**config.mk**
```make
export PLATFORM = sky130hd
export DESIGN_NAME = lsr_queue
export DESIGN_NICKNAME = d
export VERILOG_FILES = /design/src/hdl/lsr_pkg.sv /design/src/hdl/lsr_queue.sv
export SDC_FILE = /design/constraint.sdc
export NUM_CORES = 1
export LEC_CHECK = 0
export BUFFER_PORTS_ARGS = -buffer_cell sky130_fd_sc_hd__buf_2
export CORE_ASPECT_RATIO = 0.8
export CORE_MARGIN = 5
export CORE_UTILIZATION = 40
export CTS_CLUSTER_DIAMETER = 150
export DETAILED_ROUTE_END_ITERATION = 10
export PLACE_DENSITY_LB_ADDON = 0.05
export SLEW_MARGIN = 20
export SYNTH_ARGS = -nofsm -noshare
export SYNTH_HDL_FRONTEND = slang
export SYNTH_SLANG_ARGS = --single-unit
```
**constraint.sdc**
```tcl
create_clock -name clk -period 3.2 [get_ports clk]
set_clock_uncertainty 0.1 [all_clocks]
set_input_delay 0.48 -clock clk [delete_from_list [all_inputs] [get_ports clk]]
set_output_delay 0.48 -clock clk [all_outputs]
set_load 0.01 [all_outputs]
```
**src/hdl/lsr_pkg.sv**
```systemverilog
// ----------------------------------------------------------------------------
// lsr_pkg
// Shared widths, register map, configuration struct and constant tables of
// the laser scan rasterizer.
// ----------------------------------------------------------------------------
package lsr_pkg;

	localparam int MAX_IMAGE_DIM = 4096;
	localparam int MAX_SAMPLES   = 4096;

	localparam int RANGE_W    = 16;
	localparam int IDX_W      = $clog2(MAX_SAMPLES);
	localparam int ANG_W      = 16;
	localparam int DIM_W      = $clog2(MAX_IMAGE_DIM) + 1;
	localparam int PIX_W      = $clog2(MAX_IMAGE_DIM);
	localparam int SCALE_W    = 24;
	localparam int CFG_IDX_W  = 4;
	localparam int CFG_DATA_W = 24;

	// CORDIC datapath
	localparam int CORDIC_STEPS = 16;
	localparam int CW           = 18;
	localparam int TRIG_W       = 15;
	localparam int ATAN_W       = 14;
	localparam int CORDIC_X0    = 19899;
	localparam int Q15_MAX      = 32767;

	// scaling datapath
	localparam int PROD_W  = RANGE_W + TRIG_W;
	localparam int FULL_W  = PROD_W + SCALE_W;
	localparam int SHIFT   = 31;
	localparam int AMAG_W  = FULL_W - SHIFT;
	localparam int POS_W   = AMAG_W + 2;

	localparam int QUEUE_DEPTH = 4;
	localparam int QPTR_W      = $clog2(QUEUE_DEPTH);

	typedef enum logic [CFG_IDX_W-1:0] {
		REG_MIN_RANGE    = 4'd0,
		REG_MAX_RANGE    = 4'd1,
		REG_START_ANGLE  = 4'd2,
		REG_ANGLE_STEP   = 4'd3,
		REG_IMAGE_WIDTH  = 4'd4,
		REG_IMAGE_HEIGHT = 4'd5,
		REG_X_SCALE      = 4'd6,
		REG_Y_SCALE      = 4'd7
	} cfg_reg_t;

	typedef struct packed {
		logic [RANGE_W-1:0]      min_range;
		logic [RANGE_W-1:0]      upper_range;
		logic signed [ANG_W-1:0] start_angle;
		logic signed [ANG_W-1:0] angle_step;
		logic [DIM_W-1:0]        image_width;
		logic [DIM_W-1:0]        image_height;
		logic [SCALE_W-1:0]      x_scale;
		logic [SCALE_W-1:0]      y_scale;
	} cfg_t;

	// one classified sample between front and back
	typedef struct packed {
		logic               ok;
		logic [RANGE_W-1:0] range;
		logic [ANG_W-1:0]   ang;
	} qent_t;

	// rounded atan(2^-k) in binary angle units
	function automatic logic [ATAN_W-1:0] atan_unit(input int k);
		logic [ATAN_W-1:0] v;
		case (k)
			0:       v = 14'd8192;
			1:       v = 14'd4836;
			2:       v = 14'd2555;
			3:       v = 14'd1297;
			4:       v = 14'd651;
			5:       v = 14'd326;
			6:       v = 14'd163;
			7:       v = 14'd81;
			8:       v = 14'd41;
			9:       v = 14'd20;
			10:      v = 14'd10;
			11:      v = 14'd5;
			12:      v = 14'd3;
			13:      v = 14'd1;
			14:      v = 14'd1;
			default: v = 14'd0;
		endcase
		return v;
	endfunction

	function automatic logic [DIM_W-1:0] clamp_dim(input logic [DIM_W-1:0] d);
		return (d > DIM_W'(MAX_IMAGE_DIM)) ? DIM_W'(MAX_IMAGE_DIM) : d;
	endfunction

endpackage

```
**src/hdl/lsr_queue.sv**
```systemverilog
// ----------------------------------------------------------------------------
// lsr_queue
// Short first-in first-out queue between front and back.
// ----------------------------------------------------------------------------
module lsr_queue import lsr_pkg::*; (
	input  logic  clk,
	input  logic  arst_n,
	input  logic  push,
	input  qent_t wdata,
	output logic  full,
	input  logic  pop,
	output logic  nempty,
	output qent_t rdata
);

	qent_t            mem_q [QUEUE_DEPTH];
	logic [QPTR_W-1:0] wptr_q;
	logic [QPTR_W-1:0] rptr_q;
	logic [QPTR_W:0]   cnt_q;

	assign full   = (cnt_q == (QPTR_W+1)'(QUEUE_DEPTH));
	assign nempty = (cnt_q != '0);
	assign rdata  = mem_q[rptr_q];

	always_ff @(posedge clk) begin
		if (push)
			mem_q[wptr_q] <= wdata;
	end

	always_ff @(posedge clk or negedge arst_n) begin
		if (!arst_n) begin
			wptr_q <= '0;
			rptr_q <= '0;
			cnt_q  <= '0;
		end else begin
			if (push)
				wptr_q <= wptr_q + 1'b1;
			if (pop)
				rptr_q <= rptr_q + 1'b1;
			case ({push, pop})
				2'b10:   cnt_q <= cnt_q + 1'b1;
				2'b01:   cnt_q <= cnt_q - 1'b1;
				default: cnt_q <= cnt_q;
			endcase
		end
	end

endmodule

```
==> summary.txt <==
Job
  • Max-cap violations: 0

Floorplan
  • Die area: 0.01541 sq mm
  • Die Y: 112.0 um
  • Starting density of the core: 40.59%
  • I/O pin cnt: 72
  • Number of cell rows: 37
  • Core footprint: 0.01282 sq mm
  • Die width: 137.5 um

Cells and area
  • Most common cell after layout, fill and taps aside: edfxtp_1
  • Share of cells above drive strength 1: 46.60%
  • Core Util, Final: 50.19%
  • # diodes: 0
  • Fill count: 1049
  • Register area: 0.004141 sq mm
  • Synthesis-to-layout area growth: 23.65%
  • Most frequent cells in the layout: edfxtp_1, buf_2, mux4_2
  • Final nets: 341
  • Area taken by multi-input logic gates: 968.4 sq um

CTS
  • Number of buffers created by CTS: 17
  • Htree depth: 4
  • Root Buffer: clkbuf_16
  • CTS tree: built
  • Post-CTS Repair Setup Buffers: 0
  • Worst skew pair latency: 400 ps
  • Clk sink count: 139
  • Maximum clock path buffer count: 2
  • Worst-path clk slew: 60 ps

Drt
  • Final WL: 9285 um
  • Routed via count: 2338
  • Via density: 4.831
  • Drt pass-1 iters: 4
  • DRC Markers: 0
  • Initial drt markers: 116
  • Routed Antenna Nets: 0
  • Wire per inst: 19.18 um

Setup path
  • Crit path arrival time: 2000 ps
  • WP data required: 2620 ps
  • Critical Path Fanout Max: 11
  • Crit start category: flop
  • Worst reg-to-reg setup slack: 1270 ps
  • Crit path launch: rptr_q[0]$_DFFE_PN0P_
  • Nature of the critical path endpoint: output pin
  • Worst r2r src: wptr_q[1]$_DFFE_PN0P_
  • End of the worst register-to-register path: mem_q[1][7]$_DFFE_PP_
  • Critical path type: reg -> out
  • R2R cell count: 4

Synthesis
  • Post-synthesis register bit count: 139
  • Syn. warnings: 0
  • Register area share after synthesis: 79.52%
  • Syn Inst Count: 206
  • Cell variety after synth: 19
  • Syn nets: 249
  • Mapped Avg Cell Area: 25.27 sq um
  • Synthesized area: 0.005205 sq mm

Power
  • Psw: 1646 uW
  • Sequential share of power: 41.2%
  • Net Sw Frac: 26.37%
  • VDD IR max: 507.8 uV
  • Clock power frac: 34.4%
  • PD cells: 970.2 mW/mm^2
  • Power Internal: 4598 uW
  • Comb power frac: 24.4%
  • Leak pwr: 0.002287 uW

Run status
  • Run status: complete, no violations

GRT
  • Number of global-route vias before repair: 2551
  • Gr usage total: 13.07%
  • Number of antenna violations at the first check in global routing: 0
  • Overflow after GRT: 0
  • Global-route wire length before repair: 14650 um
  • Largest net degree at the start of global routing: 26

Place
  • IO Port Bufs: 71
  • GP Congestion: 0.6751
  • DP Wirelength: 5919 um
  • Pre-CTS setup slack: 985.3 ps

STA
  • Count of final setup violators: 0
  • Post-Route Setup TNS: 0 ps
  • Final Hold Vio Count: 0
  • Tightest Pin Transition: 511.9 ps
  • RSZ-0062 raised after global routing: false
  • Fmax: 387.1 MHz
  • Min Tclk post-route: 2583 ps
  • Hold Worst Slack: 189.1 ps
  • Max Slew Vio Count: 0
  • Slew headroom: 65.87%
  • Crit share post-route: 80.72%
  • Worst setup margin: 616.9 ps

Min path
  • Hold crit path type: in -> reg
  • Hold Path Depth: 1
  • Hold_sp: wdata[18]
  • Worst Hold Endpoint: mem_q[0][18]$_DFFE_PP_
==> final cells by class <==
cell class | instances | share of cell area (%)
timing repair buffer | 81 | 6.921
multi-input combinational | 56 | 15.05
inverter | 3 | 0.1750
clock inverter | 13 | 3.499
clock buffer | 17 | 6.610
sequential | 139 | 64.35
tap | 175 | 3.402
==> worst max-delay path, cell delays in order (launching register included) <==
cell,delay (ps)
dfrtp_2,570
buf_4,310
mux4_2,550
buf_2,160
==> cell usage after synthesis, drive strengths merged <==
cell	count	share of area [%]
edfxtp	132	76
mux4	33	15
buf	8	1.8
dfrtp	7	3.4
ha	5	1.2
and2	4	0.48
inv	3	0.22
xnor2	3	0.50
xor2	3	0.50
nand2	2	0.14
fa	1	0.38
mux2	1	0.22
nor2	1	0.072
nor3b	1	0.14
o21ai	1	0.096
or3	1	0.12
==> how the worst max path moves through the flow <==
stage / slack, ps / endpoint / cells after the start
6_report: 620 / rdata[7] / 3
5_1_grt: 480 / rdata[7] / 3
4_1_cts: 540 / rdata[7] / 3
3_5_place_dp: 990 / rdata[7] / 3
3_3_place_gp: 1000 / rdata[7] / 3
2_1_floorplan: 1270 / mem_q[0][0]$_DFFE_PP_ / 3
==> per-stage QoR <==
step	area [sq um]	instances	total power, uW
floorplan	5205	206	3634
global route	6436	484	6571
finish	6436	484	6244
detailed placement	5776	453	4201
global placement	5776	453	4193
CTS	6436	484	6362
==> per-layer routing <==
layer | track usage, % | part of all wire, % | vias to the layer above
met5 | 0 | 0 | -
met4 | 4.787 | 0.61 | 0
met3 | 4.749 | 5.3 | 7
met2 | 19.90 | 50 | 52
met1 | 17.35 | 44 | 1229
li1 | - | - | 1050
==> registers in the layout (all words and copies together), names as in the netlist <==
register  flops
mem_q       132
cnt_q         3
rptr_q        2
wptr_q        2
==> repair_timing <==
item                                    4_1_cts  5_1_grt
gates resized for setup                       0        0
endpoints found under the setup margin        0        0
hold buffers                                  1        0
hold endpoints to repair                      7        0
==> cell families after synthesis <==
logic type,synth area share [%]
multiplexers,14.86
flip-flops,79.52
adder cells (fa/ha/maj),1.587
AND/OR/NAND/NOR,0.9616
buffers and inverters,1.971
XOR/XNOR,1.010
AO/OA/AOI/OAI,0.09606
==> power groups by stage <==
stage          combinational (uW)  clock, uW  sequential (uW)
6_report                     1530       2150             2570
3_3_place_gp                 1570          0             2620
2_1_floorplan                1140          0             2500
4_1_cts                      1580       2190             2590
3_5_place_dp                 1580          0             2620
5_1_grt                      1680       2280             2620
(Power assumes the default switching activity.)
