### config.mk
export PLATFORM = sky130hd
export DESIGN_NAME = lsr_front_flat
export DESIGN_NICKNAME = d
export VERILOG_FILES = /design/src/hdl/lsr_pkg.sv /design/src/hdl/lsr_if.sv /design/src/hdl/lsr_front.sv /design/src/flat_wrapper.sv
export SDC_FILE = /design/constraint.sdc
export NUM_CORES = 1
export LEC_CHECK = 0
export BUFFER_PORTS_ARGS = -buffer_cell sky130_fd_sc_hd__buf_4
export CORE_MARGIN = 3
export CORE_UTILIZATION = 52
export DETAILED_ROUTE_END_ITERATION = 12
export PLACE_DENSITY = 0.83
export RECOVER_POWER = 25
export SYNTH_ARGS = -nofsm -noshare
export SYNTH_HDL_FRONTEND = slang
export SYNTH_SLANG_ARGS = --single-unit
export TNS_END_PERCENT = 30
### constraint.sdc
create_clock -name vclk -period 5.6
set_input_delay 0.56 -clock vclk [all_inputs]
set_output_delay 0.56 -clock vclk [all_outputs]
set_load 0.05 [all_outputs]
### src/hdl/lsr_pkg.sv
// ----------------------------------------------------------------------------
// lsr_pkg
// Shared widths, register map, configuration struct and constant tables of
// the laser scan rasterizer.
// ----------------------------------------------------------------------------
package lsr_pkg;

	localparam int MAX_IMAGE_DIM = 4096;
	localparam int MAX_SAMPLES   = 4096;

	localparam int RANGE_W    = 16;
	localparam int IDX_W      = $clog2(MAX_SAMPLES);
	localparam int ANG_W      = 16;
	localparam int DIM_W      = $clog2(MAX_IMAGE_DIM) + 1;
	localparam int PIX_W      = $clog2(MAX_IMAGE_DIM);
	localparam int SCALE_W    = 24;
	localparam int CFG_IDX_W  = 4;
	localparam int CFG_DATA_W = 24;

	// CORDIC datapath
	localparam int CORDIC_STEPS = 16;
	localparam int CW           = 18;
	localparam int TRIG_W       = 15;
	localparam int ATAN_W       = 14;
	localparam int CORDIC_X0    = 19899;
	localparam int Q15_MAX      = 32767;

	// scaling datapath
	localparam int PROD_W  = RANGE_W + TRIG_W;
	localparam int FULL_W  = PROD_W + SCALE_W;
	localparam int SHIFT   = 31;
	localparam int AMAG_W  = FULL_W - SHIFT;
	localparam int POS_W   = AMAG_W + 2;

	localparam int QUEUE_DEPTH = 4;
	localparam int QPTR_W      = $clog2(QUEUE_DEPTH);

	typedef enum logic [CFG_IDX_W-1:0] {
		REG_MIN_RANGE    = 4'd0,
		REG_MAX_RANGE    = 4'd1,
		REG_START_ANGLE  = 4'd2,
		REG_ANGLE_STEP   = 4'd3,
		REG_IMAGE_WIDTH  = 4'd4,
		REG_IMAGE_HEIGHT = 4'd5,
		REG_X_SCALE      = 4'd6,
		REG_Y_SCALE      = 4'd7
	} cfg_reg_t;

	typedef struct packed {
		logic [RANGE_W-1:0]      min_range;
		logic [RANGE_W-1:0]      upper_range;
		logic signed [ANG_W-1:0] start_angle;
		logic signed [ANG_W-1:0] angle_step;
		logic [DIM_W-1:0]        image_width;
		logic [DIM_W-1:0]        image_height;
		logic [SCALE_W-1:0]      x_scale;
		logic [SCALE_W-1:0]      y_scale;
	} cfg_t;

	// one classified sample between front and back
	typedef struct packed {
		logic               ok;
		logic [RANGE_W-1:0] range;
		logic [ANG_W-1:0]   ang;
	} qent_t;

	// rounded atan(2^-k) in binary angle units
	function automatic logic [ATAN_W-1:0] atan_unit(input int k);
		logic [ATAN_W-1:0] v;
		case (k)
			0:       v = 14'd8192;
			1:       v = 14'd4836;
			2:       v = 14'd2555;
			3:       v = 14'd1297;
			4:       v = 14'd651;
			5:       v = 14'd326;
			6:       v = 14'd163;
			7:       v = 14'd81;
			8:       v = 14'd41;
			9:       v = 14'd20;
			10:      v = 14'd10;
			11:      v = 14'd5;
			12:      v = 14'd3;
			13:      v = 14'd1;
			14:      v = 14'd1;
			default: v = 14'd0;
		endcase
		return v;
	endfunction

	function automatic logic [DIM_W-1:0] clamp_dim(input logic [DIM_W-1:0] d);
		return (d > DIM_W'(MAX_IMAGE_DIM)) ? DIM_W'(MAX_IMAGE_DIM) : d;
	endfunction

endpackage

### src/hdl/lsr_if.sv
// ----------------------------------------------------------------------------
// lsr_if
// Valid/ready channels of the laser scan rasterizer: sample in, pixel out,
// register write.
// ----------------------------------------------------------------------------
interface lsr_in_if import lsr_pkg::*; ();
	logic               valid;
	logic               ready;
	logic [RANGE_W-1:0] range_mm;
	logic [IDX_W-1:0]   sample_index;

	modport source (output valid, output range_mm, output sample_index, input ready);
	modport sink   (input valid, input range_mm, input sample_index, output ready);
endinterface


### src/hdl/lsr_front.sv
// ----------------------------------------------------------------------------
// lsr_front
// Accepts samples, forms the beam angle and classifies the range.
// ----------------------------------------------------------------------------
module lsr_front import lsr_pkg::*; (
	lsr_in_if.sink    in_ch,
	input  cfg_t      cfg,
	input  logic      q_full,
	output logic      q_push,
	output qent_t     q_wdata
);

	logic [IDX_W+ANG_W-1:0] ang_prod;

	assign in_ch.ready = !q_full;
	assign q_push      = in_ch.valid && !q_full;

	// low bits of the product are the same for signed and unsigned step
	assign ang_prod = (IDX_W+ANG_W)'(in_ch.sample_index)
		* (IDX_W+ANG_W)'(unsigned'(cfg.angle_step));

	always_comb begin
		q_wdata.range = in_ch.range_mm;
		q_wdata.ang   = unsigned'(cfg.start_angle) + ang_prod[ANG_W-1:0];
		// sample_index cannot reach MAX_SAMPLES at its width
		q_wdata.ok    = (in_ch.range_mm > cfg.min_range) && (in_ch.range_mm < cfg.upper_range);
	end

endmodule

### src/flat_wrapper.sv
// flat-port wrapper written by rule: the top's interface ports become plain ports
module lsr_front_flat import lsr_pkg::*;
  (cfg, q_full, q_push, q_wdata, in_ch_valid, in_ch_range_mm, in_ch_sample_index, in_ch_ready);
  lsr_in_if in_ch_i ();
  input  cfg_t cfg;
  input  logic q_full;
  output logic q_push;
  output qent_t q_wdata;
  input wire logic [$bits(in_ch_i.valid)-1:0] in_ch_valid;
  input wire logic [$bits(in_ch_i.range_mm)-1:0] in_ch_range_mm;
  input wire logic [$bits(in_ch_i.sample_index)-1:0] in_ch_sample_index;
  output wire logic [$bits(in_ch_i.ready)-1:0] in_ch_ready;
  assign in_ch_i.valid = in_ch_valid;
  assign in_ch_i.range_mm = in_ch_range_mm;
  assign in_ch_i.sample_index = in_ch_sample_index;
  assign in_ch_ready = in_ch_i.ready;
  lsr_front u_core (.in_ch(in_ch_i), .cfg(cfg), .q_full(q_full), .q_push(q_push), .q_wdata(q_wdata));
endmodule
==> summary.md, run 1 <==
| Metric | Value |
|---|---|
| Drt first-iter violations | `197` |
| M2 GR Usage | `44.06%` |
| Layout area overhead | `21.20%` |
| Vert. Die Dim | `about 100 um` |
| Yosys top cell by area | `fa_1` |
| Worst Tran Pin Value | `609.1 ps` |
| Post-CTS Setup Repair Bufs | `0` |
| Grt total ovfl | `0` |
| Synth unique cells | `33` |
| CP most frequent cell | `fa_1` |
| Area of the core | `8934 um^2` |
| Vias in the first global route | `4,453` |
| Max Fanout on Critical Path | `10` |
| Worst Path Required | `a little over 5000 ps` |
| Period minus WS final | `5478 ps` |
| IO Port Bufs | `129` |
| CP bufs+invs | `6` |
| WHS Path Cells | `2` |
| CP cell instances | `buf_4 > and2_1 > fa_1 > inv_1 > fa_1 > inv_1 > fa_1 > fa_1 > inv_1 > fa_1 > inv_1 > ha_4 > and4_1 > a31oi_4 > a31oi_1 > xor2_1 > buf_4` |
| Outcome | `finished clean` |
| Period utilization | `97.82%` |
| Worst Setup SP | `in_ch_sample_index[0]` |
| Final hold slack | `1405 ps` |
| Cells taking the most area after synthesis | `fa_1 38%, ha_1 18%, inv_1 13%` |
| GRT busiest layer | `met2` |
| Post-synthesis sequential area ratio | `0%` |
| Share of cells above drive strength 1 | `around 21%` |
| Die W | `103.2 um` |
| Top cell family by delay on the critical path | `adder cells` |
| RSZ-0062 raised after global routing | `yes` |
| Storage cell area | `0 um^2` |
| ANT cells | `0` |
| Worst hold start | `in_ch_range_mm[13]` |
| Setup crit start kind | `input pin` |
| Hold WC Path Type | `input pin to primary output` |
| Setup Crit Path Kind | `input pin to primary output` |
| Post-Synthesis Mean Instance Area | `8.158 um^2` |
| Relative slew slack | `59.57%` |
| Post-Syn Area | `4911 um^2` |
| Initial antenna violation count | `0` |
| Layout Nets | `1,040` |
| # Max-Cap Violations | `0` |
| Antenna-violating nets left | `0` |
| Clk_buf instances | `0` |
| Syn Inst Count | `602` |
| DP Cell Count | `817` |
| Max Clock Freq | `around 0.18 GHz` |
| Met1 GRT Util | `26.95%` |
| Endpoints failing setup | `0` |
| Drt wl/cell | `14.84 um` |
| Setup TNS | `0 ps` |
| Critical path capture point type | `primary output` |
| Endpoints failing hold | `0` |
| Hold Path End | `q_wdata[29]` |
| GR Util met3 | `1.878%` |
| Largest stage delay, worst path | `550 ps` |
| Yosys warns | `0` |
| Die area | `10,650 um^2` |
| Total Wirelength | `12.12 mm` |
| Global-route wire length before repair | `around 19 mm` |
| Sequential cells | `0` |
| Largest net degree at the start of global routing | `16` |
| Synth top area share | `a little under two fifths` |
| Max-slew violations | `0` |
| Routed vias | `~4,200` |
| Fin cells | `817` |
| Remaining DRCs | `0` |
| CP arrival | `4920 ps` |
| Post-Syn Nets | `931` |
| Critical-path top delay cell | `fa_1` |
| Ports | `203` |
| Via density per instance | `5.124` |
| Row Count | `34` |
| Initial Util | `54.97%` |
| Global placement routability congestion | `0.9066` |
| First-pass DRT Iterations | `5` |
| GRT Util Overall | `between 20% and 30%` |
| Post-DP HPWL | `10.69 mm` |
==> per-layer routing <==
layer | up-vias | routed length (um) | share of wire (%)
li1 | 1979 | - | -
met1 | 2038 | 4623 | 38
met2 | 145 | 6505 | 54
met3 | 24 | 710 | 5.9
met4 | 0 | 282 | 2.3
met5 | - | 0 | 0
==> through the flow <==
stage / area [um^2] / worst slack [ps] / util [%]
after global routing: 5952 / -27.80 / 66.62
after detailed placement: 5898 / 10.15 / 66.02
final: 5952 / 122.4 / 66.62
after CTS: 5898 / 4.092 / 66.02
after floorplan: 4918 / -174.7 / -
after global placement: 5898 / 48.12 / 66.02
==> layout make-up <==
| class | instances | area, um^2 |
|---|---|---|
| Multi-Input combinational cell | 406 | 4184 |
| Fill cell | 709 | 2982 |
| Timing Repair Buffer | 137 | 1010 |
| Inverter | 166 | 623.1 |
| Tap cell | 108 | 135.1 |
==> kinds of logic after synthesis <==
logic type,after synthesis,share of synthesized area [%]
fa+ha+maj,161,55.08
compound gates,50,6.242
simple gates,162,16.20
xor+xnor,33,6.038
buf+inv,196,16.43
==> placed cells by master (no fill, tap or decap), drive strengths merged, types with 2 or more instances in the layout <==
cell / count
xor2: 7
nand2b: 2
ha: 69
inv: 166
buf: 129
a21o: 7
and4: 2
a21oi: 17
o21a: 6
nor2b: 5
nand3: 2
nand4: 5
o21ai: 11
xnor2: 26
clkbuf: 8
a31oi: 2
nor2: 11
and2: 54
fa: 92
nand2: 80
==> worst max-delay path by stage <==
stage	to	cells past startpoint
2_1_floorplan	q_wdata[14]	17
3_3_place_gp	q_wdata[15]	18
3_5_place_dp	q_wdata[14]	21
4_1_cts	q_wdata[14]	21
5_1_grt	q_wdata[13]	18
6_report	q_wdata[14]	17
==> repair_timing <==
| action | in CTS | in global routing |
|---|---|---|
| resized for setup | 0 | 19 |
| hold buffers | 0 | 0 |
| endpoints found under the setup margin | 0 | 5 |
==> cells in the mapped netlist <==
cell / number
a221oi_1: 1
a211oi_1: 1
nand4_1: 5
or3_1: 1
a21boi_0: 1
ha_1: 69
and2_1: 50
nand3_1: 2
nand2b_1: 2
nor2b_1: 5
clkbuf_1: 12
o21ai_1: 1
fa_1: 92
o31ai_1: 1
xnor2_1: 25
a211o_1: 1
buf_6: 1
and2_2: 4
o21ai_0: 10
a21o_1: 7
xor2_1: 7
o21a_1: 6
o211ai_1: 1
a31oi_1: 2
xnor2_2: 1
buf_4: 17
o311ai_0: 1
and4_1: 2
nand2_2: 1
nand2_1: 79
inv_1: 166
nor2_1: 11
a21oi_1: 17
Power of run 1 is left out: the tool's default activity adds up to more than one toggle a clock period on the data nets, which glitch-free logic cannot reach.
==> run 2: changes to the inputs <==
--- a/config.mk
+++ b/config.mk
@@ -9,7 +9,8 @@
 export CORE_MARGIN = 3
 export CORE_UTILIZATION = 52
 export DETAILED_ROUTE_END_ITERATION = 12
-export PLACE_DENSITY = 0.83
+export GPL_ROUTABILITY_DRIVEN = 0
+export PLACE_DENSITY_LB_ADDON = 0.15
 export RECOVER_POWER = 25
 export SYNTH_ARGS = -nofsm -noshare
 export SYNTH_HDL_FRONTEND = slang
==> run 2 against run 1 <==
First-iteration DRC count down 31%. Global-route usage down 1.3 points. Cell area grew 0.44%. Routed wire length decreased by 6.2%. Worst setup slack got worse by 15 ps.
==> summary.md, run 2 (synthesis gave the netlist of run 1 again) <==
| Metric | Value |
|---|---|
| Relative slew slack | `about three fifths` |
| IO Port Bufs | `129` |
| Post-CTS Setup Repair Bufs | `0` |
| # Max-Cap Violations | `0` |
| Max-slew violations | `0` |
| Critical-path top delay cell | `fa_1` |
| ANT cells | `0` |
| Largest net degree at the start of global routing | `15` |
| Worst Path Required | `between 5000 and 6000 ps` |
| Outcome | `finished clean` |
| Placed standard-cell area | `5921 um^2` |
| Total Wirelength | `11.37 mm` |
| WHS Path Cells | `2` |
| Endpoints failing setup | `0` |
| Drt first-iter violations | `136` |
| Fin area | `~6000 um^2` |
| Largest stage delay, worst path | `530 ps` |
| CP most frequent cell | `fa_1` |
| Vias in the first global route | `4,089` |
| Vert. Die Dim | `103.2 um` |
| Worst Tran Pin Value | `599.0 ps` |
| Die W | `about 100 um` |
| CP cell instances | `buf_4 > and2_2 > fa_1 > inv_1 > fa_1 > inv_1 > fa_1 > inv_1 > fa_1 > fa_1 > inv_1 > ha_1 > o21ai_1 > a21oi_2 > buf_4 > o21a_1 > nor2_1 > xnor2_1 > buf_4` |
| Max Fanout on Critical Path | `7` |
| Share of cells above drive strength 1 | `about a fifth` |
| Initial Util | `54.97%` |
| Area of the core | `8934 um^2` |
| First-pass DRT Iterations | `4` |
| Storage cell area | `0 um^2` |
| Clk_buf instances | `0` |
| Remaining DRCs | `0` |
| Commonest non-fill, non-tap cell in the layout | `inv_1` |
| CP arrival | `4930 ps` |
| Initial antenna violation count | `0` |
| Setup ws final | `107.3 ps` |
| Layout Nets | `1,043` |
| Hold WC Path Type | `input pin to primary output` |
| Global-route wire length before repair | `around 18 mm` |
| Layout area overhead | `21.73%` |
| Sequential cells | `0` |
| Endpoints failing hold | `0` |
| Via density per instance | `4.988` |
| Grt total ovfl | `0` |
| Drt wl/cell | `13.87 um` |
| Setup crit start kind | `input pin` |
| Row Count | `34` |
| CP bufs+invs | `7` |
| Commonest non-fill, non-tap cells in the layout | `166 x inv_1, 131 x buf_4, 92 x fa_1, 79 x nand2_1, 66 x ha_1` |
| Max Clock Freq | `around 0.18 GHz` |
| Routed vias | `4,090` |
| Critical path capture point type | `primary output` |
| Ports | `203` |
| GRT Util Overall | `between 20% and 30%` |
| Die area | `around 11,000 um^2` |
| DP Worst Slack | `-8.207 ps` |
| Period utilization | `98.08%` |
| Post-DP HPWL | `about 10 mm` |
| Top cell family by delay on the critical path | `adder cells` |
| Worst path depth | `19` |
| Period minus WS final | `5493 ps` |
| RSZ-0062 raised after global routing | `yes` |
| Antenna-violating nets left | `0` |
| Setup Crit Path Kind | `input pin to primary output` |
-- run 2: final cells by class --
class | instances | area [um^2]
fill | 769 | 2955
tap | 108 | 135.1
inverter | 166 | 623.1
timing repair buffer | 140 | 1032
multi-input combinational | 406 | 4188
-- run 2: final timing paths --
path | start | endpoint | slack (ps)
worst max-delay path | cfg[81] | q_wdata[11] | 110
worst min-delay path | in_ch_range_mm[1] | q_wdata[17] | 1400
-- run 2: stage by stage --
stage	TNS (ps)	utilization, %	hold slack, ps	cells
floorplan	-484.2	-	1287	602
global placement	0	66.27	1396	820
detailed placement	-8.207	66.27	1396	820
CTS	0	66.27	1396	820
global route	-79.42	66.92	1416	820
finish	0	66.92	1403	820
-- run 2: what timing repair did --
item,in CTS,in global routing
cloned,0,0
gates resized for setup,1,19
hold buffers,0,0
setup endpoints to repair,1,5
pin swaps,0,6
-- run 2: routing by layer --
metal | GRT usage, % | vias up | part of all wire [%] | wire [um]
met2 | 40.70 | 107 | 53 | 6036
met5 | 0 | - | 0 | 0
met1 | 28.05 | 1990 | 42 | 4786
met4 | 1.892 | 0 | 0.75 | 85
met3 | 0.6707 | 10 | 4.1 | 462
li1 | - | 1983 | - | -
Power of run 2 is left out for the same reason.
==> run 3: changes to the inputs <==
--- a/config.mk
+++ b/config.mk
@@ -12,6 +12,7 @@
 export GPL_ROUTABILITY_DRIVEN = 0
 export PLACE_DENSITY_LB_ADDON = 0.15
 export RECOVER_POWER = 25
+export SETUP_SLACK_MARGIN = 0.5
 export SYNTH_ARGS = -nofsm -noshare
 export SYNTH_HDL_FRONTEND = slang
 export SYNTH_SLANG_ARGS = --single-unit
==> run 3 against run 2 <==
Cell count grew 0.12%. Worst setup slack gained 230 ps. Via count grew 0.93%. Sequential cell count is the same. Critical path depth shrank 2. Die area is the same. Cell area grew 5.9%. First-iteration DRC count shrank 36%. Global-route usage grew 0.81 points. Routed wire length grew 1.6%. Non-clock buffer count grew 1. Sequential share of layout area is the same.
==> summary.md, run 3 (synthesis gave the netlist of run 1 again) <==
| Metric | Value |
|---|---|
| Outcome | `finished clean` |
| Total Wirelength | `roughly 12 mm` |
| Vias in the first global route | `4,401` |
| Worst Path Required | `5040 ps` |
| Multi-input gate area | `approximately 4400 um^2` |
| Remaining DRCs | `0` |
| Vert. Die Dim | `a little over 100 um` |
| Antenna-violating nets left | `0` |
| Max-slew violations | `0` |
| Initial antenna violation count | `0` |
| Period minus WS final | `5263 ps` |
| Layout Nets | `1,044` |
| Sequential cells | `0` |
| RSZ-0062 raised after global routing | `yes` |
| Drt first-iter violations | `87` |
| Setup crit start kind | `input pin` |
| Grt total ovfl | `0` |
| Critical path capture point type | `primary output` |
| Commonest non-fill, non-tap cells in the layout | `157 x inv_1, 112 x buf_4, 90 x fa_1, 76 x nand2_1, 60 x ha_1` |
| CP arrival | `4700 ps` |
| Clk_buf instances | `0` |
| Endpoints failing setup | `0` |
| Endpoints failing hold | `0` |
| Setup TNS | `0 ps` |
| Setup Crit Path Kind | `input pin to primary output` |
| Critical-path top delay cell | `fa_1` |
| Die W | `103.2 um` |
| Initial Util | `a little over half` |
| Ports | `203` |
| Row Count | `34` |
| Period utilization | `93.98%` |
| Die area | `10,650 um^2` |
| First-pass DRT Iterations | `4` |
| ANT cells | `0` |
| Critical path endpoint | `q_wdata[15]` |
| Share of cells above drive strength 1 | `27.63%` |
| Storage cell area | `0 um^2` |
| Global-route wire length before repair | `19.11 mm` |
| Commonest non-fill, non-tap cell in the layout | `inv_1` |
| Hold WC Path Type | `input pin to primary output` |
| Via density per instance | `5.028` |
| Drt wl/cell | `14.06 um` |
| GRT Util Overall | `22.15%` |
| CP cell instances | `buf_6 > buf_6 > and2_4 > fa_1 > inv_2 > fa_1 > fa_1 > fa_1 > fa_2 > xnor2_2 > xnor2_1 > xnor2_1 > xnor2_1 > xnor2_1 > buf_4 > xnor2_4 > buf_6` |
| Post-DP HPWL | `just under 10 mm` |
| # Max-Cap Violations | `0` |
| Area of the core | `8934 um^2` |
| Worst Tran Pin Value | `611.2 ps` |
| IO Port Bufs | `129` |
| Largest net degree at the start of global routing | `17` |
| Routed vias | `4,128` |
| Max Clock Freq | `0.1900 GHz` |
| Largest stage delay, worst path | `560 ps` |
| Fill cells | `approximately 700` |
| Layout area overhead | `28.87%` |
| Relative slew slack | `59.43%` |
| Max Fanout on Critical Path | `5` |
| Worst Setup SP | `in_ch_sample_index[8]` |
run 3: changes by cell type in the layout (fill, tap and decap cells not counted), sizes merged:
cell and delta:
buf -1, clkbuf +2
run 3: timing repair:
item | 4_1_cts | 5_1_grt
resized for setup | 56 | 17
hold buffers | 0 | 0
endpoints found under the setup margin | 8 | 8
cloned | 0 | 1
pin swaps | 34 | 23
buffers inserted | 3 | 4
run 3: layout make-up:
cell class,count,share of cell area (%)
multi-input combinational,406,70.05
timing repair buffer,141,17.97
inverter,166,9.846
tap,108,2.135
run 3: layer usage:
layer	track usage (%)	part of all wire (%)
met1	28.57	42
met5	0	0
met2	41.93	52
met3	0.9390	4.6
met4	3.486	1.4
run 3: worst min path at each step:
| stage | slack (ps) | depth (start not counted) | startpoint | to |
|---|---|---|---|---|
| 2_1_floorplan | 1290 | 1 | in_ch_range_mm[0] | q_wdata[16] |
| 3_3_place_gp | 1400 | 2 | in_ch_range_mm[0] | q_wdata[16] |
| 3_5_place_dp | 1400 | 2 | in_ch_range_mm[0] | q_wdata[16] |
| 4_1_cts | 1400 | 2 | in_ch_range_mm[0] | q_wdata[16] |
| 5_1_grt | 1410 | 2 | in_ch_range_mm[8] | q_wdata[24] |
| 6_report | 1400 | 2 | in_ch_range_mm[2] | q_wdata[18] |
run 3: stage by stage:
| step | hold WS (ps) | cell area [um^2] | setup slack, ps | util (%) | instances |
|---|---|---|---|---|---|
| after floorplan | 1287 | 5131 | 231.7 | - | 602 |
| after global placement | 1395 | 5996 | 15.15 | 67.11 | 813 |
| after detailed placement | 1398 | 5996 | -125.7 | 67.11 | 813 |
| after CTS | 1399 | 6252 | 282.5 | 69.99 | 816 |
| after global routing | 1414 | 6329 | 167.5 | 70.84 | 821 |
| final | 1403 | 6329 | 337.2 | 70.84 | 821 |
run 3: critical path, delay by kind of cell:
kind / cells / cell delay, ps
XOR/XNOR: 6 / 930
AND/OR/NAND/NOR: 1 / 130
buffers and inverters: 5 / 620
adder cells (fa/ha/maj): 5 / 2450
Power of run 3 is left out for the same reason.
