File: config.mk
export PLATFORM = sky130hd
export DESIGN_NAME = lsr_regs_flat
export DESIGN_NICKNAME = d
export VERILOG_FILES = /design/src/hdl/lsr_pkg.sv /design/src/hdl/lsr_if.sv /design/src/hdl/lsr_regs.sv /design/src/flat_wrapper.sv
export SDC_FILE = /design/constraint.sdc
export NUM_CORES = 1
export LEC_CHECK = 0
export BUFFER_PORTS_ARGS = -buffer_cell sky130_fd_sc_hd__buf_2
export CORE_ASPECT_RATIO = 0.8
export CORE_MARGIN = 10
export CORE_UTILIZATION = 45
export DETAILED_ROUTE_END_ITERATION = 7
export PLACE_DENSITY = 0.77
export SLEW_MARGIN = 20
export SYNTH_ARGS = -nofsm -noshare
export SYNTH_HDL_FRONTEND = slang
export SYNTH_SLANG_ARGS = --single-unit
File: constraint.sdc
create_clock -name clk -period 0.8 [get_ports clk]
set_clock_uncertainty 0.05 [all_clocks]
set_input_delay 0.04 -clock clk [delete_from_list [all_inputs] [get_ports clk]]
set_output_delay 0.04 -clock clk [all_outputs]
set_load 0.02 [all_outputs]
File: src/hdl/lsr_pkg.sv
// ----------------------------------------------------------------------------
// lsr_pkg
// Shared widths, register map, configuration struct and constant tables of
// the laser scan rasterizer.
// ----------------------------------------------------------------------------
package lsr_pkg;

	localparam int MAX_IMAGE_DIM = 4096;
	localparam int MAX_SAMPLES   = 4096;

	localparam int RANGE_W    = 16;
	localparam int IDX_W      = $clog2(MAX_SAMPLES);
	localparam int ANG_W      = 16;
	localparam int DIM_W      = $clog2(MAX_IMAGE_DIM) + 1;
	localparam int PIX_W      = $clog2(MAX_IMAGE_DIM);
	localparam int SCALE_W    = 24;
	localparam int CFG_IDX_W  = 4;
	localparam int CFG_DATA_W = 24;

	// CORDIC datapath
	localparam int CORDIC_STEPS = 16;
	localparam int CW           = 18;
	localparam int TRIG_W       = 15;
	localparam int ATAN_W       = 14;
	localparam int CORDIC_X0    = 19899;
	localparam int Q15_MAX      = 32767;

	// scaling datapath
	localparam int PROD_W  = RANGE_W + TRIG_W;
	localparam int FULL_W  = PROD_W + SCALE_W;
	localparam int SHIFT   = 31;
	localparam int AMAG_W  = FULL_W - SHIFT;
	localparam int POS_W   = AMAG_W + 2;

	localparam int QUEUE_DEPTH = 4;
	localparam int QPTR_W      = $clog2(QUEUE_DEPTH);

	typedef enum logic [CFG_IDX_W-1:0] {
		REG_MIN_RANGE    = 4'd0,
		REG_MAX_RANGE    = 4'd1,
		REG_START_ANGLE  = 4'd2,
		REG_ANGLE_STEP   = 4'd3,
		REG_IMAGE_WIDTH  = 4'd4,
		REG_IMAGE_HEIGHT = 4'd5,
		REG_X_SCALE      = 4'd6,
		REG_Y_SCALE      = 4'd7
	} cfg_reg_t;

	typedef struct packed {
		logic [RANGE_W-1:0]      min_range;
		logic [RANGE_W-1:0]      upper_range;
		logic signed [ANG_W-1:0] start_angle;
		logic signed [ANG_W-1:0] angle_step;
		logic [DIM_W-1:0]        image_width;
		logic [DIM_W-1:0]        image_height;
		logic [SCALE_W-1:0]      x_scale;
		logic [SCALE_W-1:0]      y_scale;
	} cfg_t;

	// one classified sample between front and back
	typedef struct packed {
		logic               ok;
		logic [RANGE_W-1:0] range;
		logic [ANG_W-1:0]   ang;
	} qent_t;

	// rounded atan(2^-k) in binary angle units
	function automatic logic [ATAN_W-1:0] atan_unit(input int k);
		logic [ATAN_W-1:0] v;
		case (k)
			0:       v = 14'd8192;
			1:       v = 14'd4836;
			2:       v = 14'd2555;
			3:       v = 14'd1297;
			4:       v = 14'd651;
			5:       v = 14'd326;
			6:       v = 14'd163;
			7:       v = 14'd81;
			8:       v = 14'd41;
			9:       v = 14'd20;
			10:      v = 14'd10;
			11:      v = 14'd5;
			12:      v = 14'd3;
			13:      v = 14'd1;
			14:      v = 14'd1;
			default: v = 14'd0;
		endcase
		return v;
	endfunction

	function automatic logic [DIM_W-1:0] clamp_dim(input logic [DIM_W-1:0] d);
		return (d > DIM_W'(MAX_IMAGE_DIM)) ? DIM_W'(MAX_IMAGE_DIM) : d;
	endfunction

endpackage

File: src/hdl/lsr_if.sv


interface lsr_cfg_if import lsr_pkg::*; ();
	logic                  valid;
	logic                  ready;
	logic [CFG_IDX_W-1:0]  index;
	logic [CFG_DATA_W-1:0] data;

	modport source (output valid, output index, output data, input ready);
	modport sink   (input valid, input index, input data, output ready);
endinterface

File: src/hdl/lsr_regs.sv
// ----------------------------------------------------------------------------
// lsr_regs
// Configuration register file, written over the register channel.
// ----------------------------------------------------------------------------
module lsr_regs import lsr_pkg::*; (
	input  logic      clk,
	input  logic      arst_n,
	lsr_cfg_if.sink   cfg_ch,
	output cfg_t      cfg
);

	cfg_t cfg_q;

	assign cfg_ch.ready = 1'b1;
	assign cfg          = cfg_q;

	always_ff @(posedge clk or negedge arst_n) begin
		if (!arst_n) begin
			cfg_q.min_range    <= '0;
			cfg_q.upper_range  <= RANGE_W'(65535);
			cfg_q.start_angle  <= '0;
			cfg_q.angle_step   <= '0;
			cfg_q.image_width  <= DIM_W'(512);
			cfg_q.image_height <= DIM_W'(512);
			cfg_q.x_scale      <= '0;
			cfg_q.y_scale      <= '0;
		end else if (cfg_ch.valid) begin
			unique case (cfg_ch.index)
				REG_MIN_RANGE:    cfg_q.min_range    <= cfg_ch.data[RANGE_W-1:0];
				REG_MAX_RANGE:    cfg_q.upper_range  <= cfg_ch.data[RANGE_W-1:0];
				REG_START_ANGLE:  cfg_q.start_angle  <= cfg_ch.data[ANG_W-1:0];
				REG_ANGLE_STEP:   cfg_q.angle_step   <= cfg_ch.data[ANG_W-1:0];
				REG_IMAGE_WIDTH:  cfg_q.image_width  <= cfg_ch.data[DIM_W-1:0];
				REG_IMAGE_HEIGHT: cfg_q.image_height <= cfg_ch.data[DIM_W-1:0];
				REG_X_SCALE:      cfg_q.x_scale      <= cfg_ch.data[SCALE_W-1:0];
				REG_Y_SCALE:      cfg_q.y_scale      <= cfg_ch.data[SCALE_W-1:0];
				default: ;
			endcase
		end
	end

endmodule

File: src/flat_wrapper.sv
// flat-port wrapper written by rule: the top's interface ports become plain ports
module lsr_regs_flat import lsr_pkg::*;
  (clk, arst_n, cfg, cfg_ch_valid, cfg_ch_index, cfg_ch_data, cfg_ch_ready);
  lsr_cfg_if cfg_ch_i ();
  input  logic clk;
  input  logic arst_n;
  output cfg_t cfg;
  input wire logic [$bits(cfg_ch_i.valid)-1:0] cfg_ch_valid;
  input wire logic [$bits(cfg_ch_i.index)-1:0] cfg_ch_index;
  input wire logic [$bits(cfg_ch_i.data)-1:0] cfg_ch_data;
  output wire logic [$bits(cfg_ch_i.ready)-1:0] cfg_ch_ready;
  assign cfg_ch_i.valid = cfg_ch_valid;
  assign cfg_ch_i.index = cfg_ch_index;
  assign cfg_ch_i.data = cfg_ch_data;
  assign cfg_ch_ready = cfg_ch_i.ready;
  lsr_regs u_core (.clk(clk), .arst_n(arst_n), .cfg_ch(cfg_ch_i), .cfg(cfg));
endmodule
==> results of run 1 <==
==> cells by family (layout without fill, tap and decap cells) <==
group / after synthesis / count (layout) / synth area share [%]
flops: 138 / 138 / 66.6
simple gates: 14 / 14 / 2.11
other cells: 1 / 2 / 0.0718
buf+inv: 11 / 380 / 1.51
mux: 138 / 138 / 29.8
==> routing by layer <==
metal	vias to the layer above	wire, um	track usage, %
li1	1797	-	-
met1	2198	8140	27.2
met2	205	10800	40.2
met3	42	1850	9.83
met4	0	611	6.46
met5	-	0	0
==> layout make-up <==
type	count	area share [%]
clock buffer	19	4.35
timing repair buffer	348	37.6
tap	148	1.82
sequential	138	34.1
clock inverter	13	1.63
multi-input combinational	153	20.4
antenna	1	0.0246
==> power breakdown <==
part / internal [uW] / switching [uW] / total, uW
sequential: 8780 / 1550 / 10300
combinational: 7190 / 4680 / 11900
clock: 5010 / 3110 / 8120
total: 21000 / 9350 / 30300
==> what timing repair did <==
item,in CTS,in global routing
resized for setup,401,67
hold endpoints to repair,276,0
gates cloned,7,2
hold buffers,25,0
endpoints found under the setup margin,253,276
pin swaps,6,6
setup buffers,52,43
==> layout by cell type, fill, tap and decap left out, types with 2 or more instances in the layout <==
| cell type | count |
|---|---|
| dfrtp_1 | 120 |
| mux2_4 | 95 |
| dfstp_2 | 18 |
| clkinv_2 | 2 |
| nand3_4 | 2 |
| buf_16 | 5 |
| buf_12 | 14 |
| inv_6 | 2 |
| buf_8 | 2 |
| buf_4 | 38 |
| buf_2 | 24 |
| nor2_4 | 2 |
| buf_6 | 238 |
| clkbuf_16 | 19 |
| clkinv_4 | 3 |
| clkinvlp_4 | 3 |
| dlygate4sd3_1 | 25 |
| bufinv_16 | 3 |
| mux2_2 | 43 |
==> how the worst min path moves through the flow <==
stage / startpoint / endpoint / slack [ns] / cells after the start
finish: arst_n / u_core.cfg[30] / 0.1 / 3
floorplan: arst_n / u_core.cfg[0] / -0.31 / 0
global route: arst_n / u_core.cfg[30] / 0.11 / 3
detailed placement: arst_n / u_core.cfg[30] / -0.04 / 2
CTS: arst_n / u_core.cfg[30] / 0.08 / 3
global placement: arst_n / u_core.cfg[51] / -0.04 / 2
==> per-stage QoR <==
stage | setup TNS (ns) | utilization, %
after floorplan | -30.97 | -
after global placement | -59.63 | 60.6
after detailed placement | -62.71 | 60.6
after CTS | -49.45 | 84.6
after global routing | -64.24 | 89.2
final | -57.91 | 89.2
==> key figures, run 1 <==
Setup path
  – CP Max Fanout: 2
  – Reg-to-reg endpoint: u_core.cfg[54]
  – Critical path type: register to output port
  – CP bufs+invs: 1
  – Slowest CP cell: dfstp_2
  – Worst Setup End Kind: output port
  – Worst EP arrival: 1.09 ns
  – WP data required: between 0.7 and 0.8 ns
  – Startpoint types: register
  – Path depth of the worst reg2reg path: 2
  – Kind of cell adding the most delay to the critical path: flip-flops
  – R2R setup slack: -0.20 ns
  – Worst r2r src: u_core.cfg[54]
  – Critical path launch point: u_core.cfg[70]
  – WP depth: 1
  – Critical Path End: cfg[70]
  – Crit-path cells: buf_6
  – Crit path largest cell delay: between 0.5 and 0.6 ns

Yosys
  – Ys async rst share: 100%
  – Avg Inst Size Synth: approximately 17 sq um
  – Most instantiated cells after synthesis: 138 x mux2_2, 120 x dfrtp_1, 18 x dfstp_2
  – Ranking of synthesized cells by area: dfrtp_1 57%, mux2_2 30%, dfstp_2 9.1%, buf_4 1.0%, nand3_2 0.38%
  – Post-Syn Area: approximately 5200 sq um
  – Yosys cell types: 19
  – Seq/Total Area, Yosys: between 60% and 70%
  – Yosys top cell area share: 57.5%
  – Main synth FF type: dfrtp_1
  – Net Count, Synth: 333
  – Mapped Cells: about 300
  – Flops & latches, synth: about 140
  – Count leader, synth: mux2_2
  – EDFF count, synth: 0
  – Synth warn: 0
  – Leading area contributor after synthesis: dfrtp_1

Power
  – Cell Pwr Density: ~3000 nW/um^2
  – VDD IR max: roughly 2000 uV
  – Total chip power: about 30,000 uW
  – Leak: around 0.0051 uW

Global routing
  – Number of global-route vias before repair: 4,722
  – GRT overflow: 0
  – First-pass GRT wire length: 29,500 um
  – Initial antenna violation count: 1
  – Pin count of the biggest net entering global routing: 58
  – Gr usage total: between 20% and 30%

Clock network
  – Skew-Pair Late Insertion Delay: 0.41 ns
  – Root buf cell: clkbuf_16
  – Sink Count: about 140
  – Clock transition at path regs: 0.06 ns
  – TritonCTS clock tree: done
  – CTS buffer count: 17
  – CTS H-tree depth: 4
  – Max Root-Sink Buffers: 2

Placement
  – Gp weighted congestion: ~0.77
  – Worst slack at placement: -0.518 ns
  – DP Wirelength: roughly 10,000 um
  – Placed cell area: about 7000 sq um
  – Post-Place Cells: 667
  – I/O Buffers: between 150 and 200

Outcome
  – Outcome: complete, but fails checks
  – Failing checks: negative setup slack

STA
  – Tcrit/Tclk final: 148%
  – RSZ-0062 raised after global routing: yes
  – Hold violation count in the final report: 0
  – Setup WS post-layout: -0.383 ns
  – Setup violations, final: 276
  – Fmax: roughly 0.85 GHz
  – Max Slew Vio Count: 0
  – Hold WS: 0.0992 ns
  – Final worst path period need: approximately 1.2 ns

Min path
  – Worst Hold Class: primary input to asynchronous set/reset pin

Floorplanning
  – Die ar.: ~16,000 sq um
  – Cell Rows: 35
  – Ports: between 150 and 200
  – Core ar.: 11,400 sq um
  – Initial Util: 45.7%
  – Die H: 116 um
  – Die Span X: ~140 um

Final layout
  – Finished Cell Area: ~10,000 sq um
  – Layout cell share with drive strength beyond 1: between 70% and 80%
  – Fin cells: 820
  – FF+latch area: 3480 sq um
  – Multi-input gate area: around 2100 sq um
  – # nets final: between 600 and 700
  – Fillers: 435
  – Max reg flops: 138
  – Area delta synth->final: 95.1%

Detailed routing
  – TritonRoute pass-1 iters: 4
  – Via density per instance: 5.17
  – Drc violations: 0
  – Total number of vias: roughly 4,200
  – Final Routed Wirelength: between 20,000 and 25,000 um
  – Antenna viol nets, final: 0
  – Initial DRC count: roughly 270
  – WL/cell: roughly 26 um

Job
  – Max Cap Viol: 0
No activity file was read; power rests on OpenSTA's default activity.
==> inputs of run 2 (changes only) <==
--- a/config.mk
+++ b/config.mk
@@ -5,12 +5,14 @@
 export SDC_FILE = /design/constraint.sdc
 export NUM_CORES = 1
 export LEC_CHECK = 0
+export ABC_AREA = 1
 export BUFFER_PORTS_ARGS = -buffer_cell sky130_fd_sc_hd__buf_2
 export CORE_ASPECT_RATIO = 0.8
 export CORE_MARGIN = 10
 export CORE_UTILIZATION = 45
 export DETAILED_ROUTE_END_ITERATION = 7
-export PLACE_DENSITY = 0.77
+export GPL_TIMING_DRIVEN = 0
+export PLACE_DENSITY = 0.76
 export SLEW_MARGIN = 20
 export SYNTH_ARGS = -nofsm -noshare
 export SYNTH_HDL_FRONTEND = slang
==> key figures, run 2 <==
Final layout
  – Commonest cells after routing, fill and taps aside: 282 x nand2_1, 183 x buf_6, 115 x dfrtp_1
  – Multi-input gate area: roughly 2200 sq um
  – Commonest non-fill, non-tap cell in the layout: nand2_1
  – Fillers: about 860
  – Area delta synth->final: 62.3%
  – # nets final: about 940
  – Diodes inserted: 0
  – Finished Cell Area: about 9500 sq um
  – FF+latch area: ~3500 sq um
  – Fin cells: about 1,100
  – Max reg flops: 138
  – Final core occ: approximately three quarters
  – Layout cell share with drive strength beyond 1: a little over two fifths

Detailed routing
  – Max layer used: met4
  – Via density per instance: 5.21
  – Final Routed Wirelength: approximately 23,000 um
  – Drc violations: 0
  – Met2 wire len: ~11,000 um
  – WL/cell: 20.8 um
  – TritonRoute pass-1 iters: 5
  – Initial DRC count: between 500 and 600
  – Total number of vias: between 5,000 and 6,000
  – Met3 wire len: 2220 um
  – Antenna viol nets, final: 0
  – M1 WL: between 9000 and 10,000 um

Global routing
  – Pin count of the biggest net entering global routing: 76
  – Number of global-route vias before repair: 5,615
  – Gr usage total: 23.1%
  – First-pass GRT wire length: roughly 32,000 um
  – Initial antenna violation count: 0
  – GRT overflow: 0

Power
  – Cell Pwr Density: 2920 nW/um^2
  – VDD IR max: roughly 1800 uV
  – Total chip power: 27,800 uW
  – Leak: between 0.004 and 0.005 uW

Floorplanning
  – Die H: between 100 and 150 um
  – Initial Util: between 40% and 50%
  – Cell Rows: 37
  – Core ar.: 12,800 sq um
  – Die Span X: roughly 150 um
  – Ports: 170
  – Die ar.: 18,000 sq um

Placement
  – Post-Place Cells: 998
  – DP Wirelength: around 13,000 um
  – Gp weighted congestion: about 0.8
  – Placed cell area: 7140 sq um
  – I/O Buffers: approximately 150

Setup path
  – WP data required: a little over 0.7 ns
  – CP Max Fanout: 2
  – Startpoint types: register
  – Critical path type: register to output port
  – Kind of cell adding the most delay to the critical path: flip-flops
  – Worst EP arrival: between 1 and 1.5 ns
  – Crit-path cells: buf_6
  – Crit path largest cell delay: 0.56 ns
  – Slowest CP cell: dfstp_2
  – CP bufs+invs: 1
  – Worst Setup End Kind: output port

STA
  – Hold violation count in the final report: 149
  – Max Slew Vio Count: 0
  – Fmax: roughly 0.84 GHz
  – Setup WS post-layout: -0.389 ns
  – Final worst path period need: approximately 1.2 ns
  – Worst slew margin: about half
  – Tcrit/Tclk final: 149%
  – Hold WS: -0.504 ns
  – RSZ-0062 raised after global routing: yes
  – Setup violations, final: ~180
  – Tightest Pin Transition: roughly 0.77 ns

Yosys
  – Seq/Total Area, Yosys: about three fifths
  – Net Count, Synth: 700
  – Flops & latches, synth: ~140
  – Avg Inst Size Synth: between 8 and 9 sq um
  – Mapped Cells: around 670
  – Ranking of synthesized cells by area: dfrtp_1 51%, nand2_1 20%, dfstp_2 8.1%, nand4_1 6.8%, o21bai_1 4.7%
  – Count leader, synth: nand2_1
  – Yosys cell types: 16
  – EDFF count, synth: 0
  – Ys async rst share: 100%
  – Most instantiated cells after synthesis: 316 x nand2_1, 120 x dfrtp_1, 64 x nand4_1
  – Main synth FF type: dfrtp_1
  – Post-Syn Area: around 5900 sq um
  – Yosys top cell area share: about 51%
  – Leading area contributor after synthesis: dfrtp_1
  – Synth warn: 0

Clock network
  – Hold buffers post-CTS: 18
  – TritonCTS clock tree: done
  – Clock transition at path regs: ~0.06 ns
  – Skew-Pair Late Insertion Delay: around 0.4 ns
  – CTS H-tree depth: 4
  – Root buf cell: clkbuf_16
  – Max Root-Sink Buffers: 2
  – CTS buffer count: 17
  – Sink Count: 138

Job
  – Max Cap Viol: 0

Min path
  – Worst Hold Class: primary input to asynchronous set/reset pin

Outcome
  – Outcome: complete, but fails checks
  – Failing checks: negative hold slack, negative setup slack
[run 2: area by class of cell]
class	count	share of cell area, %
flip-flops and latches	138	36.6
clock inverters	11	1.51
inverters	43	1.72
plain buffers	54	4.59
repair buffers	224	24.9
clock buffers	21	4.94
multi-input cells	434	23.5
well taps	175	2.30
[run 2: per-layer routing]
layer / vias up / track usage [%]
met1: 2803 / 28.7
met2: 281 / 36.3
li1: 2606 / -
met3: 45 / 9.45
met5: - / 0
met4: 0 / 7.11
[run 2: final timing paths]
path / slack [ns] / to / cells past startpoint / startpoint
setup / recovery: -0.39 / cfg[110] / 1 / u_core.cfg[110]
hold / removal: -0.50 / u_core.cfg[29] / 1 / arst_n
setup reg to reg: -0.14 / u_core.cfg[27] / 4 / u_core.cfg[27]
hold reg to reg: 0.43 / u_core.cfg[107] / 2 / u_core.cfg[107]
max in group asynchronous: 0.42 / u_core.cfg[106] / 2 / arst_n
min in group clk: -0.12 / u_core.cfg[121] / 4 / cfg_ch_index[1]
[run 2: power breakdown]
group | internal (uW) | switching [uW]
clock | 5150 | 3100
sequential | 8640 | 1360
combinational | 4810 | 4770
total | 18600 | 9220
[run 2: what timing repair did]
item,CTS,global route
endpoints found under the hold margin,223,89
buffers inserted,31,29
setup endpoints to repair,152,225
pin swaps,1,36
resized for setup,283,97
[run 2: cells by family after synthesis]
logic type	after synthesis	synth area share, %
DFF	138	59.3
AOI/OAI and AO/OA	37	4.74
and+or+nand+nor	396	28.8
other	1	0.0639
buffers and inverters	97	7.17
[run 2: per-stage QoR]
step	worst slack, ns	TNS [ns]
2_1_floorplan	-0.108	-7.84
3_3_place_gp	-2.50	-342.58
3_5_place_dp	-0.529	-47.03
4_1_cts	-0.390	-37.11
5_1_grt	-0.419	-43.62
6_report	-0.389	-38.23
==> inputs of run 3 (changes only) <==
--- a/config.mk
+++ b/config.mk
@@ -12,7 +12,7 @@
 export CORE_UTILIZATION = 45
 export DETAILED_ROUTE_END_ITERATION = 7
 export GPL_TIMING_DRIVEN = 0
-export PLACE_DENSITY = 0.76
+export PLACE_DENSITY = 0.75
 export SLEW_MARGIN = 20
 export SYNTH_ARGS = -nofsm -noshare
 export SYNTH_HDL_FRONTEND = slang
==> key figures, run 3 (synthesis gave the netlist of run 2 again) <==
Clock network
  – CTS H-tree depth: 4
  – Sink Count: around 140
  – Skew-Pair Late Insertion Delay: roughly 0.4 ns
  – Max Root-Sink Buffers: 2
  – Hold buffers post-CTS: 18
  – CTS buffer count: 17
  – TritonCTS clock tree: done
  – Clock transition at path regs: roughly 0.06 ns
  – Root buf cell: clkbuf_16

Global routing
  – First-pass GRT wire length: 31,700 um
  – Initial antenna violation count: 0
  – Number of global-route vias before repair: 5,641
  – GRT overflow: 0
  – Pin count of the biggest net entering global routing: 81
  – Gr usage total: a little under a quarter

Detailed routing
  – WL/cell: approximately 20 um
  – TritonRoute pass-1 iters: 6
  – Drc violations: 0
  – Via density per instance: approximately 5.2
  – Initial DRC count: 471
  – Antenna viol nets, final: 0
  – Total number of vias: ~5,700
  – Final Routed Wirelength: between 20,000 and 25,000 um

STA
  – Hold WS: -0.447 ns
  – Setup tns final: -37.04 ns
  – Final worst path period need: 1.18 ns
  – Setup violations, final: approximately 170
  – Tightest Pin Transition: between 0.7 and 0.8 ns
  – Fmax: roughly 0.85 GHz
  – Tcrit/Tclk final: 147%
  – Setup WS post-layout: -0.377 ns
  – Worst slew margin: between 40% and 50%
  – RSZ-0062 raised after global routing: yes
  – Hold violation count in the final report: around 100
  – Max Slew Vio Count: 0

Setup path
  – Kind of cell adding the most delay to the critical path: flip-flops
  – Startpoint types: register
  – CP Max Fanout: 2
  – Worst Setup End Kind: output port
  – CP bufs+invs: 1
  – Crit path largest cell delay: approximately 0.56 ns
  – Critical path type: register to output port
  – WP data required: between 0.7 and 0.8 ns
  – Slowest CP cell: dfstp_2
  – Crit-path cells: buf_6
  – Worst EP arrival: 1.09 ns

Power
  – VDD IR max: 1460 uV
  – Comb power frac: 34.8%
  – Switching Fraction: between 30% and 40%
  – Cell Pwr Density: between 2000 and 3000 nW/um^2
  – Leak: roughly 0.0048 uW
  – Clock power share: between 20% and 30%
  – Reg power frac: between 30% and 40%
  – Pint: 18,300 uW
  – Net switching power figure: ~9000 uW

Outcome
  – Failing checks: negative hold slack, negative setup slack
  – Outcome: complete, but fails checks

Floorplanning
  – Initial Util: 45.7%
  – Die H: between 100 and 150 um
  – Core ar.: approximately 13,000 sq um
  – Die Span X: between 100 and 150 um
  – Die ar.: between 15,000 and 20,000 sq um
  – Ports: 170
  – Cell Rows: 37

Placement
  – Placed cell area: between 7000 and 8000 sq um
  – Gp weighted congestion: 0.807
  – DP Wirelength: 12,800 um
  – I/O Buffers: approximately 150

Final layout
  – Diodes inserted: 0
  – Finished Cell Area: approximately 9500 sq um
  – Commonest non-fill, non-tap cell in the layout: nand2_1
  – Area delta synth->final: 61.2%
  – FF+latch area: about 3500 sq um
  – Fillers: slightly below 900
  – Multi-input gate area: around 2200 sq um
  – Commonest cells after routing, fill and taps aside: 285 x nand2_1, 185 x buf_6, 115 x dfrtp_1
  – # nets final: ~940
  – Max reg flops: 138
  – Layout cell share with drive strength beyond 1: approximately two fifths

Job
  – Max Cap Viol: 0

Min path
  – Worst Hold Class: primary input to asynchronous set/reset pin
-- run 3: power by group through the flow --
stage / Clock (uW) / Sequential, uW / Combinational [uW]
2_1_floorplan: 0 / 11400 / 1810
3_3_place_gp: 0 / 9490 / 6110
3_5_place_dp: 0 / 9520 / 6220
4_1_cts: 7820 / 9790 / 8610
5_1_grt: 8170 / 10100 / 10100
6_report: 7780 / 9970 / 9480
-- run 3: final cells by class --
class	instances	share of cell area [%]
multi-input combinational	434	23.4
timing repair buffer	224	25.0
inverter	43	1.79
clock inverter	8	1.02
sequential	138	36.8
buffer	54	4.59
clock buffer	24	5.09
tap	175	2.32
-- run 3: metrics by stage --
step	hold slack (ns)	power, uW	cells	worst slack, ns	util (%)
CTS	-0.417	26200	1081	-0.389	70.5
detailed placement	0.0246	15700	998	-0.504	55.7
global route	-0.397	28300	1100	-0.404	73.8
global placement	0.208	15600	997	-2.50	55.4
finish	-0.447	27200	1100	-0.377	73.8
floorplan	-0.306	13200	669	-0.108	-
-- run 3: layer usage --
metal,part of all wire [%],up-vias,track usage (%)
li1,-,2608,-
met3,9.8,52,8.48
met2,47,296,35.5
met1,40,2792,27.7
met5,0,-,0
met4,3.4,0,9.46
-- run 3: path summary, 6_finish.rpt --
check	start	end	slack [ns]	depth (start not counted)
max in group asynchronous	arst_n	u_core.cfg[109]	0.37	2
min in group clk	cfg_ch_index[1]	u_core.cfg[106]	-0.13	4
min	arst_n	u_core.cfg[5]	-0.45	1
max reg2reg	u_core.cfg[28]	u_core.cfg[28]	-0.12	4
min reg2reg	u_core.cfg[114]	u_core.cfg[114]	0.42	2
max	u_core.cfg[112]	cfg[112]	-0.38	1
-- run 3: what timing repair did --
item,CTS,global route
resized for setup,287,94
pin swaps,4,35
endpoints found under the setup margin,151,230
buffers inserted,33,26
hold endpoints to repair,181,96
